**src/design/avclp_pkg.sv**
```systemverilog
// Shared types and constants for the length-prefix to start-code converter.
package avclp_pkg;

  // Result kinds as they appear on the output channel
  typedef enum logic [1:0] {
    KIND_DATA      = 2'd0,
    KIND_DONE      = 2'd1,
    KIND_DISCARD   = 2'd2,
    KIND_MALFORMED = 2'd3
  } kind_e;

  // Work the back end carries out for one accepted input byte
  typedef enum logic [1:0] {
    CMD_START       = 2'd0,  // start code 00 00 00 01
    CMD_DATA        = 2'd1,  // one payload byte
    CMD_DATA_STATUS = 2'd2,  // final payload byte, then status
    CMD_STATUS      = 2'd3   // status only
  } cmd_op_e;

  typedef struct packed {
    cmd_op_e     op;
    logic [7:0]  data;
    kind_e       status;
  } cmd_t;

  localparam logic [2:0] LenBytesReset = 3'd4;
  localparam logic [2:0] LenBytesMin   = 3'd1;
  localparam logic [2:0] LenBytesMax   = 3'd4;
  localparam logic [7:0] PacketTypeNal = 8'd1;
  localparam logic [1:0] HeaderLast    = 2'd3;
  localparam logic [1:0] StartCodeLast = 2'd3;
  localparam logic [7:0] StartCodeEnd  = 8'h01;

endpackage

```
**src/design/avclp_front.sv**
```systemverilog
// Packet parser: tracks header, length and payload phases and issues commands.
module avclp_front (
  input  logic                clk_i,
  input  logic                rst_ni,
  input  logic                cfg_we_i,
  input  logic [2:0]          cfg_wdata_i,
  input  logic                accept_i,
  input  logic [7:0]          in_byte_i,
  input  logic                in_last_i,
  output logic                push_o,
  output avclp_pkg::cmd_t     cmd_o
);
  import avclp_pkg::*;

  typedef enum logic [1:0] {
    PH_HEADER  = 2'd0,
    PH_LENGTH  = 2'd1,
    PH_PAYLOAD = 2'd2,
    PH_DROP    = 2'd3
  } phase_e;

  phase_e      phase_q, phase_d;
  logic [1:0]  header_count_q, header_count_d;
  logic        type_ok_q, type_ok_d;
  logic [2:0]  length_count_q, length_count_d;
  logic [31:0] length_accum_q, length_accum_d;
  logic [31:0] payload_left_q, payload_left_d;
  logic [2:0]  len_bytes_q;

  logic [2:0]  eff_len;
  logic [31:0] accum_new;
  logic [2:0]  count_new;
  logic [31:0] payload_dec;
  logic        type_now;
  logic        emit;
  logic        status;

  // Clamp the configured prefix size into its legal range
  always_comb begin
    if (len_bytes_q < LenBytesMin) begin
      eff_len = LenBytesMin;
    end else if (len_bytes_q > LenBytesMax) begin
      eff_len = LenBytesMax;
    end else begin
      eff_len = len_bytes_q;
    end
  end

  assign accum_new   = {length_accum_q[23:0], in_byte_i};
  assign count_new   = length_count_q + 3'd1;
  assign payload_dec = payload_left_q - 32'd1;
  assign type_now    = (header_count_q == 2'd0) ? (in_byte_i == PacketTypeNal) : type_ok_q;

  // Classify the byte and pick the next phase
  always_comb begin
    phase_d        = phase_q;
    header_count_d = header_count_q;
    type_ok_d      = type_ok_q;
    length_count_d = length_count_q;
    length_accum_d = length_accum_q;
    payload_left_d = payload_left_q;
    emit           = 1'b0;
    status         = 1'b0;
    cmd_o.op       = CMD_STATUS;
    cmd_o.data     = in_byte_i;
    cmd_o.status   = KIND_DONE;

    unique case (phase_q)
      PH_HEADER: begin
        type_ok_d = type_now;
        if (header_count_q != HeaderLast) begin
          header_count_d = header_count_q + 2'd1;
          if (in_last_i) begin
            emit         = 1'b1;
            status       = 1'b1;
            cmd_o.status = KIND_MALFORMED;
          end
        end else if (in_last_i) begin
          emit         = 1'b1;
          status       = 1'b1;
          cmd_o.status = type_now ? KIND_DONE : KIND_DISCARD;
        end else begin
          phase_d        = type_now ? PH_LENGTH : PH_DROP;
          length_count_d = 3'd0;
          length_accum_d = 32'd0;
        end
      end
      PH_LENGTH: begin
        length_accum_d = accum_new;
        length_count_d = count_new;
        if (count_new >= eff_len) begin
          if (accum_new == 32'd0) begin
            if (in_last_i) begin
              emit         = 1'b1;
              status       = 1'b1;
              cmd_o.status = KIND_DONE;
            end else begin
              phase_d = PH_DROP;
            end
          end else if (in_last_i) begin
            emit         = 1'b1;
            status       = 1'b1;
            cmd_o.status = KIND_MALFORMED;
          end else begin
            emit           = 1'b1;
            cmd_o.op       = CMD_START;
            payload_left_d = accum_new;
            phase_d        = PH_PAYLOAD;
          end
        end else if (in_last_i) begin
          emit         = 1'b1;
          status       = 1'b1;
          cmd_o.status = KIND_MALFORMED;
        end
      end
      PH_PAYLOAD: begin
        emit           = 1'b1;
        payload_left_d = payload_dec;
        if (in_last_i) begin
          status       = 1'b1;
          cmd_o.op     = CMD_DATA_STATUS;
          cmd_o.status = (payload_dec == 32'd0) ? KIND_DONE : KIND_MALFORMED;
        end else begin
          cmd_o.op = CMD_DATA;
          if (payload_dec == 32'd0) begin
            phase_d        = PH_LENGTH;
            length_count_d = 3'd0;
            length_accum_d = 32'd0;
          end
        end
      end
      PH_DROP: begin
        if (in_last_i) begin
          emit         = 1'b1;
          status       = 1'b1;
          cmd_o.status = type_ok_q ? KIND_DONE : KIND_DISCARD;
        end
      end
      default: begin
        phase_d = PH_HEADER;
      end
    endcase

    // Return to the start of a packet after any status
    if (status) begin
      phase_d        = PH_HEADER;
      header_count_d = 2'd0;
      type_ok_d      = 1'b0;
      length_count_d = 3'd0;
      length_accum_d = 32'd0;
      payload_left_d = 32'd0;
    end
  end

  assign push_o = accept_i && emit;

  // Hold parser state and the prefix size register
  always_ff @(posedge clk_i or negedge rst_ni) begin
    if (!rst_ni) begin
      phase_q        <= PH_HEADER;
      header_count_q <= 2'd0;
      type_ok_q      <= 1'b0;
      length_count_q <= 3'd0;
      length_accum_q <= 32'd0;
      payload_left_q <= 32'd0;
      len_bytes_q    <= LenBytesReset;
    end else begin
      if (cfg_we_i) begin
        len_bytes_q <= cfg_wdata_i;
      end
      if (accept_i) begin
        phase_q        <= phase_d;
        header_count_q <= header_count_d;
        type_ok_q      <= type_ok_d;
        length_count_q <= length_count_d;
        length_accum_q <= length_accum_d;
        payload_left_q <= payload_left_d;
      end
    end
  end

  // Payload phase always has bytes left to copy
  assert property (@(posedge clk_i) disable iff (!rst_ni)
    phase_q == PH_PAYLOAD |-> payload_left_q != 32'd0)
    else $error("payload phase with no bytes left");

endmodule

```
**src/design/avclp_queue.sv**
```systemverilog
// Small command queue between the parser and the result expander.
module avclp_queue #(
  parameter int Depth = 4
) (
  input  logic                clk_i,
  input  logic                rst_ni,
  input  logic                push_i,
  input  avclp_pkg::cmd_t     push_data_i,
  input  logic                pop_i,
  output avclp_pkg::cmd_t     head_o,
  output logic                empty_o,
  output logic                full_o
);
  import avclp_pkg::*;

  localparam int PtrW = (Depth > 1) ? $clog2(Depth) : 1;
  localparam int CntW = $clog2(Depth + 1);
  localparam logic [PtrW-1:0] PtrLast = PtrW'(Depth - 1);
  localparam logic [CntW-1:0] CntFull = CntW'(Depth);
  localparam logic [PtrW-1:0] PtrOne  = PtrW'(1);
  localparam logic [CntW-1:0] CntOne  = CntW'(1);

  cmd_t            entries_q [Depth];
  logic [PtrW-1:0] wr_ptr_q, rd_ptr_q;
  logic [CntW-1:0] count_q;

  assign empty_o = (count_q == '0);
  assign full_o  = (count_q == CntFull);
  assign head_o  = entries_q[rd_ptr_q];

  // Store pushed commands
  always_ff @(posedge clk_i) begin
    if (push_i) begin
      entries_q[wr_ptr_q] <= push_data_i;
    end
  end

  // Advance pointers and occupancy
  always_ff @(posedge clk_i or negedge rst_ni) begin
    if (!rst_ni) begin
      wr_ptr_q <= '0;
      rd_ptr_q <= '0;
      count_q  <= '0;
    end else begin
      if (push_i) begin
        wr_ptr_q <= (wr_ptr_q == PtrLast) ? '0 : wr_ptr_q + PtrOne;
      end
      if (pop_i) begin
        rd_ptr_q <= (rd_ptr_q == PtrLast) ? '0 : rd_ptr_q + PtrOne;
      end
      if (push_i && !pop_i) begin
        count_q <= count_q + CntOne;
      end else if (pop_i && !push_i) begin
        count_q <= count_q - CntOne;
      end
    end
  end

  // No push into a full queue, no pop from an empty one
  assert property (@(posedge clk_i) disable iff (!rst_ni)
    !(push_i && full_o) && !(pop_i && empty_o))
    else $error("queue overflow or underflow");

endmodule

```
**src/design/avclp_back.sv**
```systemverilog
// Result expander: turns queued commands into output transactions.
module avclp_back (
  input  logic                clk_i,
  input  logic                rst_ni,
  input  avclp_pkg::cmd_t     head_i,
  input  logic                empty_i,
  output logic                pop_o,
  output logic [7:0]          out_byte_o,
  output logic [1:0]          kind_o,
  output logic                out_last_o,
  output logic                out_valid_o,
  input  logic                out_ready_i
);
  import avclp_pkg::*;

  logic       out_valid_q;
  logic [7:0] out_byte_q;
  kind_e      out_kind_q;
  logic       out_last_q;
  logic [1:0] step_q;

  logic       load;
  logic [7:0] res_byte;
  kind_e      res_kind;
  logic       res_last;

  assign load = (!out_valid_q || out_ready_i) && !empty_i;

  // Pick the result for the current step of the head command
  always_comb begin
    res_byte = 8'd0;
    res_kind = KIND_DATA;
    res_last = 1'b1;
    unique case (head_i.op)
      CMD_START: begin
        res_last = (step_q == StartCodeLast);
        res_byte = res_last ? StartCodeEnd : 8'd0;
      end
      CMD_DATA: begin
        res_byte = head_i.data;
      end
      CMD_DATA_STATUS: begin
        if (step_q == 2'd0) begin
          res_byte = head_i.data;
          res_last = 1'b0;
        end else begin
          res_kind = head_i.status;
        end
      end
      CMD_STATUS: begin
        res_kind = head_i.status;
      end
      default: begin
        res_kind = head_i.status;
      end
    endcase
  end

  assign pop_o = load && res_last;

  // Hold the output register and the step counter
  always_ff @(posedge clk_i or negedge rst_ni) begin
    if (!rst_ni) begin
      out_valid_q <= 1'b0;
      step_q      <= 2'd0;
    end else begin
      if (load) begin
        out_valid_q <= 1'b1;
        step_q      <= res_last ? 2'd0 : step_q + 2'd1;
      end else if (out_ready_i) begin
        out_valid_q <= 1'b0;
      end
    end
  end

  always_ff @(posedge clk_i) begin
    if (load) begin
      out_byte_q <= res_byte;
      out_kind_q <= res_kind;
      out_last_q <= res_last;
    end
  end

  assign out_valid_o = out_valid_q;
  assign out_byte_o  = out_byte_q;
  assign kind_o      = out_kind_q;
  assign out_last_o  = out_last_q;

  // A status result always closes the results of its byte
  assert property (@(posedge clk_i) disable iff (!rst_ni)
    out_valid_q && out_kind_q != KIND_DATA |-> out_last_q && out_byte_q == 8'd0)
    else $error("status result not last or carries data");

  // Mid-command steps only occur on multi-result commands
  assert property (@(posedge clk_i) disable iff (!rst_ni)
    step_q != 2'd0 |-> !empty_i && (head_i.op == CMD_START || head_i.op == CMD_DATA_STATUS))
    else $error("step counter out of sync with head command");

endmodule

```
**src/design/avc_length_prefix_to_start_code.sv**
```systemverilog
// Top level of the length-prefix to start-code converter.
// Converts one length-prefixed AVC video packet per packet of input bytes into a
// start-code byte stream: each NAL length prefix (1 to 4 bytes, set by cfg_wdata_i)
// becomes 00 00 00 01, payload bytes pass through, and one status result (done,
// discarded or malformed) closes each packet. An input byte is accepted every cycle
// while the command queue has room; the output side delivers one result per cycle
// while out_ready_i is high, so a length prefix that yields a start code gives
// four results and a final payload byte two. Sustained payload input is one byte
// per cycle while out_ready_i is high, set by the single-result-per-cycle output
// register; start-code bursts fill the QueueDepth-entry queue before input stalls.
module avc_length_prefix_to_start_code #(
  parameter int QueueDepth = 4
) (
  input  logic       clk_i,
  input  logic       rst_ni,
  input  logic       cfg_we_i,
  input  logic [2:0] cfg_wdata_i,
  input  logic [7:0] in_byte_i,
  input  logic       in_last_i,
  input  logic       in_valid_i,
  output logic       in_ready_o,
  output logic [7:0] out_byte_o,
  output logic [1:0] kind_o,
  output logic       out_last_o,
  output logic       out_valid_o,
  input  logic       out_ready_i
);
  import avclp_pkg::*;

  logic accept;
  logic push;
  logic pop;
  logic empty;
  logic full;
  cmd_t cmd;
  cmd_t head;

  assign in_ready_o = !full;
  assign accept     = in_valid_i && in_ready_o;

  avclp_front u_front (
    .clk_i      (clk_i),
    .rst_ni     (rst_ni),
    .cfg_we_i   (cfg_we_i),
    .cfg_wdata_i(cfg_wdata_i),
    .accept_i   (accept),
    .in_byte_i  (in_byte_i),
    .in_last_i  (in_last_i),
    .push_o     (push),
    .cmd_o      (cmd)
  );

  avclp_queue #(
    .Depth(QueueDepth)
  ) u_queue (
    .clk_i      (clk_i),
    .rst_ni     (rst_ni),
    .push_i     (push),
    .push_data_i(cmd),
    .pop_i      (pop),
    .head_o     (head),
    .empty_o    (empty),
    .full_o     (full)
  );

  avclp_back u_back (
    .clk_i      (clk_i),
    .rst_ni     (rst_ni),
    .head_i     (head),
    .empty_i    (empty),
    .pop_o      (pop),
    .out_byte_o (out_byte_o),
    .kind_o     (kind_o),
    .out_last_o (out_last_o),
    .out_valid_o(out_valid_o),
    .out_ready_i(out_ready_i)
  );

endmodule
```
**config.mk**
```make
export PLATFORM = sky130hd
export DESIGN_NAME = avc_length_prefix_to_start_code
export DESIGN_NICKNAME = d
export VERILOG_FILES = /design/src/design/avclp_pkg.sv /design/src/design/avclp_front.sv /design/src/design/avclp_queue.sv /design/src/design/avclp_back.sv /design/src/design/avc_length_prefix_to_start_code.sv
export SDC_FILE = /design/constraint.sdc
export NUM_CORES = 1
export LEC_CHECK = 0
export ABC_AREA = 1
export BUFFER_PORTS_ARGS = -buffer_cell sky130_fd_sc_hd__buf_2
export CAP_MARGIN = 0
export CORE_MARGIN = 10
export CORE_UTILIZATION = 30
export CTS_CLUSTER_DIAMETER = 100
export DETAILED_ROUTE_END_ITERATION = 6
export PLACE_DENSITY = 0.43
export SETUP_SLACK_MARGIN = 0.2
export SYNTH_ARGS = -nofsm -noshare
export SYNTH_HDL_FRONTEND = slang
export SYNTH_HIERARCHICAL = 1
export SYNTH_SLANG_ARGS = --single-unit
```
**constraint.sdc**
```tcl
create_clock -name clk_i -period 5.4 [get_ports clk_i]
set_clock_uncertainty 0.1 [all_clocks]
set_input_delay 0 -clock clk_i [delete_from_list [all_inputs] [get_ports clk_i]]
set_output_delay 0 -clock clk_i [all_outputs]
set_load 0.01 [all_outputs]
```
# Yosys cells after proc, flatten, opt, wreduce, memory -nomap -nowiden

Memories as Yosys holds them, arrays and structs flattened.
Cells that the tools add are included.

Bits in registers: 88
RAM bits: 48
Input port bits: 17
Output and inout port bits: 13
Logic and storage cells: 151
Memories: 1

Add/subtract/negate cells: 8
Magnitude comparators: 3
Eq/ne operators: 19
Muxes and demuxes: 73
Reduce and logical (&&, ||, !) cells: 32

Memories:

| name              | depth | width | read ports | clocked after memory_dff | wr ports | line              | text |
|---|---|---|---|---|---|---|---|
| u_queue.entries_q | 4     | 12    | 1          | 0                        | 1        | avclp_queue.sv:23 | `cmd_t entries_q [Depth];` |

Operators by type and width:

| operator              | number |
|---|---|
| $mux 32               | 4 |
| $mux 24               | 5 |
| $pmux 24 s3           | 1 |
| $logic_not 32->1      | 2 |
| $pmux 32 s2           | 1 |
| $mux 2                | 31 |
| $sub 32x1->32 const B | 1 |
| $mux 3                | 9 |
| $pmux 8 s3            | 1 |
| $ne 3x2->1 const B    | 5 |
| $eq 2x2->1 const B    | 7 |
| $mux 1                | 13 |
| $pmux 3 s3            | 1 |
| $add 2x1->2 const B   | 4 |
| $eq 8x1->1 const B    | 1 |
| $logic_not 2->1       | 4 |
| $mux 8                | 1 |
| $pmux 2 s2            | 2 |
| $pmux 2 s4            | 1 |
| $reduce_and 8->1      | 1 |
| $reduce_bool 2->1     | 4 |
| $add 3x1->3 const B   | 2 |
| $logic_and 1x1->1     | 6 |
| $ne 3x1->1 const B    | 2 |
| 21 further kinds      | 26 |

# Logic depth before layout (Yosys ltp)

Word-level depth: 11
Depth in mapped cells: 20
Gate-level depth less buffers: 19

# Hierarchy

The synthesis kept the hierarchy.

By module, submodules not included:

| module                          | times used | cells an instance | area an instance (um^2) | seq. area each (um^2) |
|---|---|---|---|---|
| avclp_front                     | 1          | 657               | 4779.6                  | 1677.9 |
| avclp_queue                     | 1          | 191               | 2377.3                  | 1616.6 |
| avclp_back                      | 1          | 71                | 646.9                   | 405.4 |
| avc_length_prefix_to_start_code | 1          | 3                 | 13.8                    | 0.0 |

# Least setup slack after synthesis

Ideal clock, no wire load.

Path kind: register to register
From: register u_front.length_count_q[0]
To: register u_queue.count_q[2]
Setup time: 0.117 ns
Data arrival time: 2.622 ns
Data required time: 5.183 ns
Path slack: 2.561 ns
Stages on the path, launching flop included: 16
Path buffers: 0
Clock period less this slack: 2.839 ns
Path through: dfrtp_1 -> ha_1 -> xor2_1 -> ha_1 -> nand2_1 -> o211ai_1 -> nor2_1 -> nor2_1 -> o21a_1 -> ha_1 -> inv_1 -> fa_1 -> nand2_1 -> nand3_1 -> nand2_1 -> nand2_1

Longest elaborated chain between the ends: 8
Elaborated cells between the ends (all ways): 10
Classes of those cells: 1 x add/sub; 1 x order compare; 3 x mux; 5 x reduce/logical

RTL lines:

| item                        | line                                  | text |
|---|---|---|
| start: declaration          | avclp_front.sv:25                     | `logic [2:0] length_count_q, length_count_d;` |
| start signal: assignment    | avclp_front.sv:175                    | `length_count_q <= length_count_d;` |
| $add 3x1->3 (*)             | avclp_front.sv:50                     | `assign count_new = length_count_q + 3'd1;` |
| $ge 3x3->1 (*)              | avclp_front.sv:91                     | `if (count_new >= eff_len) begin` |
| $mux 1 (*)                  | avclp_front.sv:91                     |  |
| $pmux 1 s3 (*)              | avclp_front.sv:68                     | `unique case (phase_q)` |
| $logic_and 1x1->1 (*)       | avclp_front.sv:155                    | `assign push_o = accept_i && emit;` |
| named net push              | avc_length_prefix_to_start_code.sv:31 | `logic push;` |
| $logic_not 1->1             | avclp_queue.sv:53                     | `end else if (pop_i && !push_i) begin` |
| $logic_and 1x1->1           | avclp_queue.sv:53                     |  |
| $reduce_bool 2->1 (no line) | n/a                                   |  |
| end signal: assignment      | avclp_queue.sv:52                     | `count_q <= count_q + CntOne;` |
| end signal: assignment      | avclp_queue.sv:54                     | `count_q <= count_q - CntOne;` |
| end: declaration            | avclp_queue.sv:25                     | `logic [CntW-1:0] count_q;` |

Mark *: on every way through the listed nets, which the timed path passes. The rest lies on a longest branch.
A chain may end at the register's enable or synchronous reset.

# Worst setup path after layout

Ends and elaborated chain as after synthesis.

==> impl_metrics.py <==
metrics = {
    "outcome": {
        "status": "completed",
    },
    "worst_setup_path": {
        "ff2ff_path_depth": 15,
        "slowest_delay_ps": 420,
        "crit_arrival_ps": 3410,
        "end_kind": "register",
        "crit_buf_inv": 1,
        "critical_path_depth": 15,
        "crit_fanout": 9,
        "cp_top_family": "adder cells",
        "cp-start-kind": "register",
        "worstPathRequired_ps": 5610,
        "criticalPathCategory": "register to register",
        "critPathMostFrequentCell": "nand2_1",
        "critPathSlowestCell": "dfrtp_1",
        "path_cells": "ha_1, xor2_1, ha_1, nand2_1, o211ai_1, nor2_1, nor2_1, o21a_1, ha_1, inv_1, fa_1, nand2_1, nand3_1, nand2_1, nand2_1",
    },
    "yosys": {
        "synth_top_area_share": 0.243,
        "synth.largest_area_cell": "dfrtp_1",
        "synthTopCellsByArea": "dfrtp_1 24%, edfxtp_1 23%, nand2_1 11%",
        "synthDistinctLibCells": 43,
        "syn_area_um2": 7820,
        "syn_area_per_cell_um2": 8.48,
        "ys_ff_latch": 136,
        "async_flop_share": 0.566,
        "ys_seq_area_frac": 0.473,
        "synth_cells": 922,
        "ys.flop_type": "dfrtp_1",
        "syn_nets": 960,
        "yosys_warnings": 6,
        "synth_edf_count": 59,
    },
    "die": {
        "die_area_um2": 32900,
        "rows": 59,
        "die_w_um": 181,
        "dieHeight_um": 181,
        "core_area_um2": 25800,
        "io_pins": 30,
        "initial_core_util": 0.303,
    },
    "power": {
        "leakagePower_uw": 0.00406,
        "power_uw": 4720,
        "power_density_nw_per_um2": 522,
        "max-vdd-ir-drop_v": 0.000235,
        "p_comb_frac": 0.392,
        "power_switching_uw": 2040,
        "seqPwrFrac": 0.345,
        "p_int_uw": 2690,
        "pwr-share-clk": 0.262,
        "sw_frac_of_total": 0.431,
    },
    "timing": {
        "hold_viol": 0,
        "max_freq_mhz": 313,
        "worst_pin_slew_ps": 833,
        "setup_viol": 0,
        "final.setup.tns_ps": 0,
        "rsz0062_at_grt": "no",
        "min_period_ps": 3190,
        "relSlewSlack": 0.444,
        "drv_slew": 0,
        "min_period_over_period": 0.592,
        "worst_slack_ps": 2210,
    },
    "clocking": {
        "htree_levels": 4,
        "post-cts-setup-buffer-count": 0,
        "clkSinkCount": 136,
        "cts_buffers": 17,
        "cts_tree": "yes",
        "ctsResizeCount": 0,
        "clk_pin_slew_worst_paths_ps": 70,
        "clock-root-buffer": "clkbuf_16",
        "cts_hold_buf": 22,
        "clockBufferDepth": 2,
        "clkLatencyLatePin_ps": 430,
    },
    "routing": {
        "drt_iter0_drc": 370,
        "first_pass_iters": 5,
        "vias": 6025,
        "routed_wl_mm": 20.3,
        "vias_per_cell": 4.60,
        "drc": 0,
        "antenna_left": 0,
        "wl_per_cell_um": 15.5,
    },
    "global_routing": {
        "grt_pass1_wl_mm": 33.2,
        "antenna_found_initial": 0,
        "grt_max_degree": 65,
        "grt_pass1_vias": 5906,
        "track_usage": 0.127,
        "grt_overflow": 0,
    },
    "worst_hold_path": {
        "hold_class": "primary input to register",
        "hold_depth": 3,
    },
    "placement": {
        "dpl.hpwl_mm": 14.3,
        "dp_cells": 1255,
        "port_buffers": 29,
        "dp_worst_setup_slack_ps": 2230,
        "place_congestion": 0.823,
    },
    "final_layout": {
        "syn2layout_area_growth_pct": 15.8,
        "multi_input_area_um2": 3430,
        "antennaDiodeCount": 0,
        "drive_gt1_frac": 0.193,
        "seqCellArea_um2": 3700,
        "n_fill_cell": 2711,
        "final_cells": 1309,
        "final_nets": 999,
    },
    "job": {
        "max-cap-violations": 0,
    },
}
[cell usage after synthesis, drive strengths merged (3+ instances only)]
| master | number |
|---|---|
| a22o | 6 |
| clkbuf | 11 |
| nand3 | 28 |
| nor4 | 9 |
| ha | 20 |
| inv | 124 |
| xor2 | 5 |
| edfxtp | 59 |
| dfrtp | 76 |
| a31oi | 3 |
| buf | 25 |
| nand4 | 9 |
| o211ai | 25 |
| o21ai | 77 |
| nor2 | 112 |
| nand2 | 276 |
| a21oi | 26 |
| a22oi | 15 |
| nor3 | 3 |
[final timing paths]
check | slack [ps] | to | from
worst max-delay path | 2210 | u_queue/count_q[2]$_DFFE_PN0P_ | u_front/length_count_q[0]$_DFFE_PN0P_
worst min-delay path | 240 | u_front/len_bytes_q[2]$_DFFE_PN1P_ | cfg_we_i
worst max register to register | 2210 | u_queue/count_q[2]$_DFFE_PN0P_ | u_front/length_count_q[0]$_DFFE_PN0P_
worst min register to register | 390 | u_back/out_valid_o$_DFFE_PN0P_ | u_back/out_valid_o$_DFFE_PN0P_
max in group asynchronous | 3910 | u_queue/wr_ptr_q[0]$_DFFE_PN0P_ | rst_ni
min in group asynchronous | 520 | u_front/payload_left_q[3]$_DFFE_PN0P_ | rst_ni
[state kept, by name (all words and copies together), names as in the netlist, 3 cells and up]
signal                  flops
u_front/payload_left_q     32
u_front/len_bytes_q         3
u_queue/entries_q          48
u_queue/count_q             3
u_back/out_byte_o           8
u_front/length_accum_q     24
u_front/length_count_q      3
[cells by family (layout without fill, tap and decap cells)]
| group | count (synthesis) | after routing | share of synthesized area |
|---|---|---|---|
| AND/OR/NAND/NOR | 440 | 440 | 0.256 |
| buffers and inverters | 161 | 213 | 0.0898 |
| AO/OA/AOI/OAI | 156 | 156 | 0.137 |
| flip-flops | 136 | 136 | 0.473 |
| adder cells (fa/ha/maj) | 21 | 21 | 0.0346 |
| XOR/XNOR | 7 | 7 | 0.00784 |
| multiplexers | 1 | 1 | 0.00144 |
[power by group through the flow]
stage               clock [µW]  combinational [µW]  sequential [µW]
floorplan                    0                1470             1600
global placement             0                1870             1660
detailed placement           0                1860             1650
CTS                       1270                1890             1640
global route              1330                2140             1670
finish                    1240                1850             1630
[stage by stage]
stage	utilization	instance area (µm²)	hold WS [ps]
detailed placement	0.317	8200	-160
finish	0.350	9050	239
global route	0.350	9050	261
global placement	0.317	8200	-164
floorplan	-	7820	-396
CTS	0.350	9050	232
[per-layer routing]
layer,wire length [µm],vias to the layer above,share of wire,GRT usage
met5,0,-,0,0
met4,294,0,0.015,0.0400
li1,-,3084,-,-
met3,535,17,0.026,0.0243
met1,9770,2850,0.48,0.168
met2,9660,74,0.48,0.204
[worst reg2reg max path: stages, from the launching register on]
cell and delay [ps]:
dfrtp_1 420, ha_1 220, xor2_1 170, ha_1 330, nand2_1 60, o211ai_1 280, nor2_1 110, nor2_1 120
o21a_1 320, ha_1 230, inv_1 70, fa_1 380, nand2_1 100, nand3_1 80, nand2_1 60, nand2_1 40
[layout make-up]
cell class | instances | area share
Clock buffer | 17 | 0.0470
Clock inverter | 15 | 0.0218
Inverter | 125 | 0.0518
Multi-Input combinational cell | 625 | 0.378
Sequential cell | 136 | 0.409
Tap cell | 335 | 0.0463
Timing Repair Buffer | 56 | 0.0459
[cells in the final DEF, fill, tap and decap left out, types with 10 or more instances in the layout]
cell type,n
clkbuf_16,17
o211ai_2,10
nor2_1,87
nand3_1,25
o21ai_1,10
ha_1,20
o211ai_1,15
o21ai_0,39
buf_2,28
nand2_2,35
nand2_1,236
a22oi_1,15
o21ai_2,28
nor2_2,16
inv_2,13
dfrtp_1,76
inv_1,111
dlygate4sd3_1,21
a21oi_1,26
edfxtp_1,59
(Power assumes the default switching activity.)
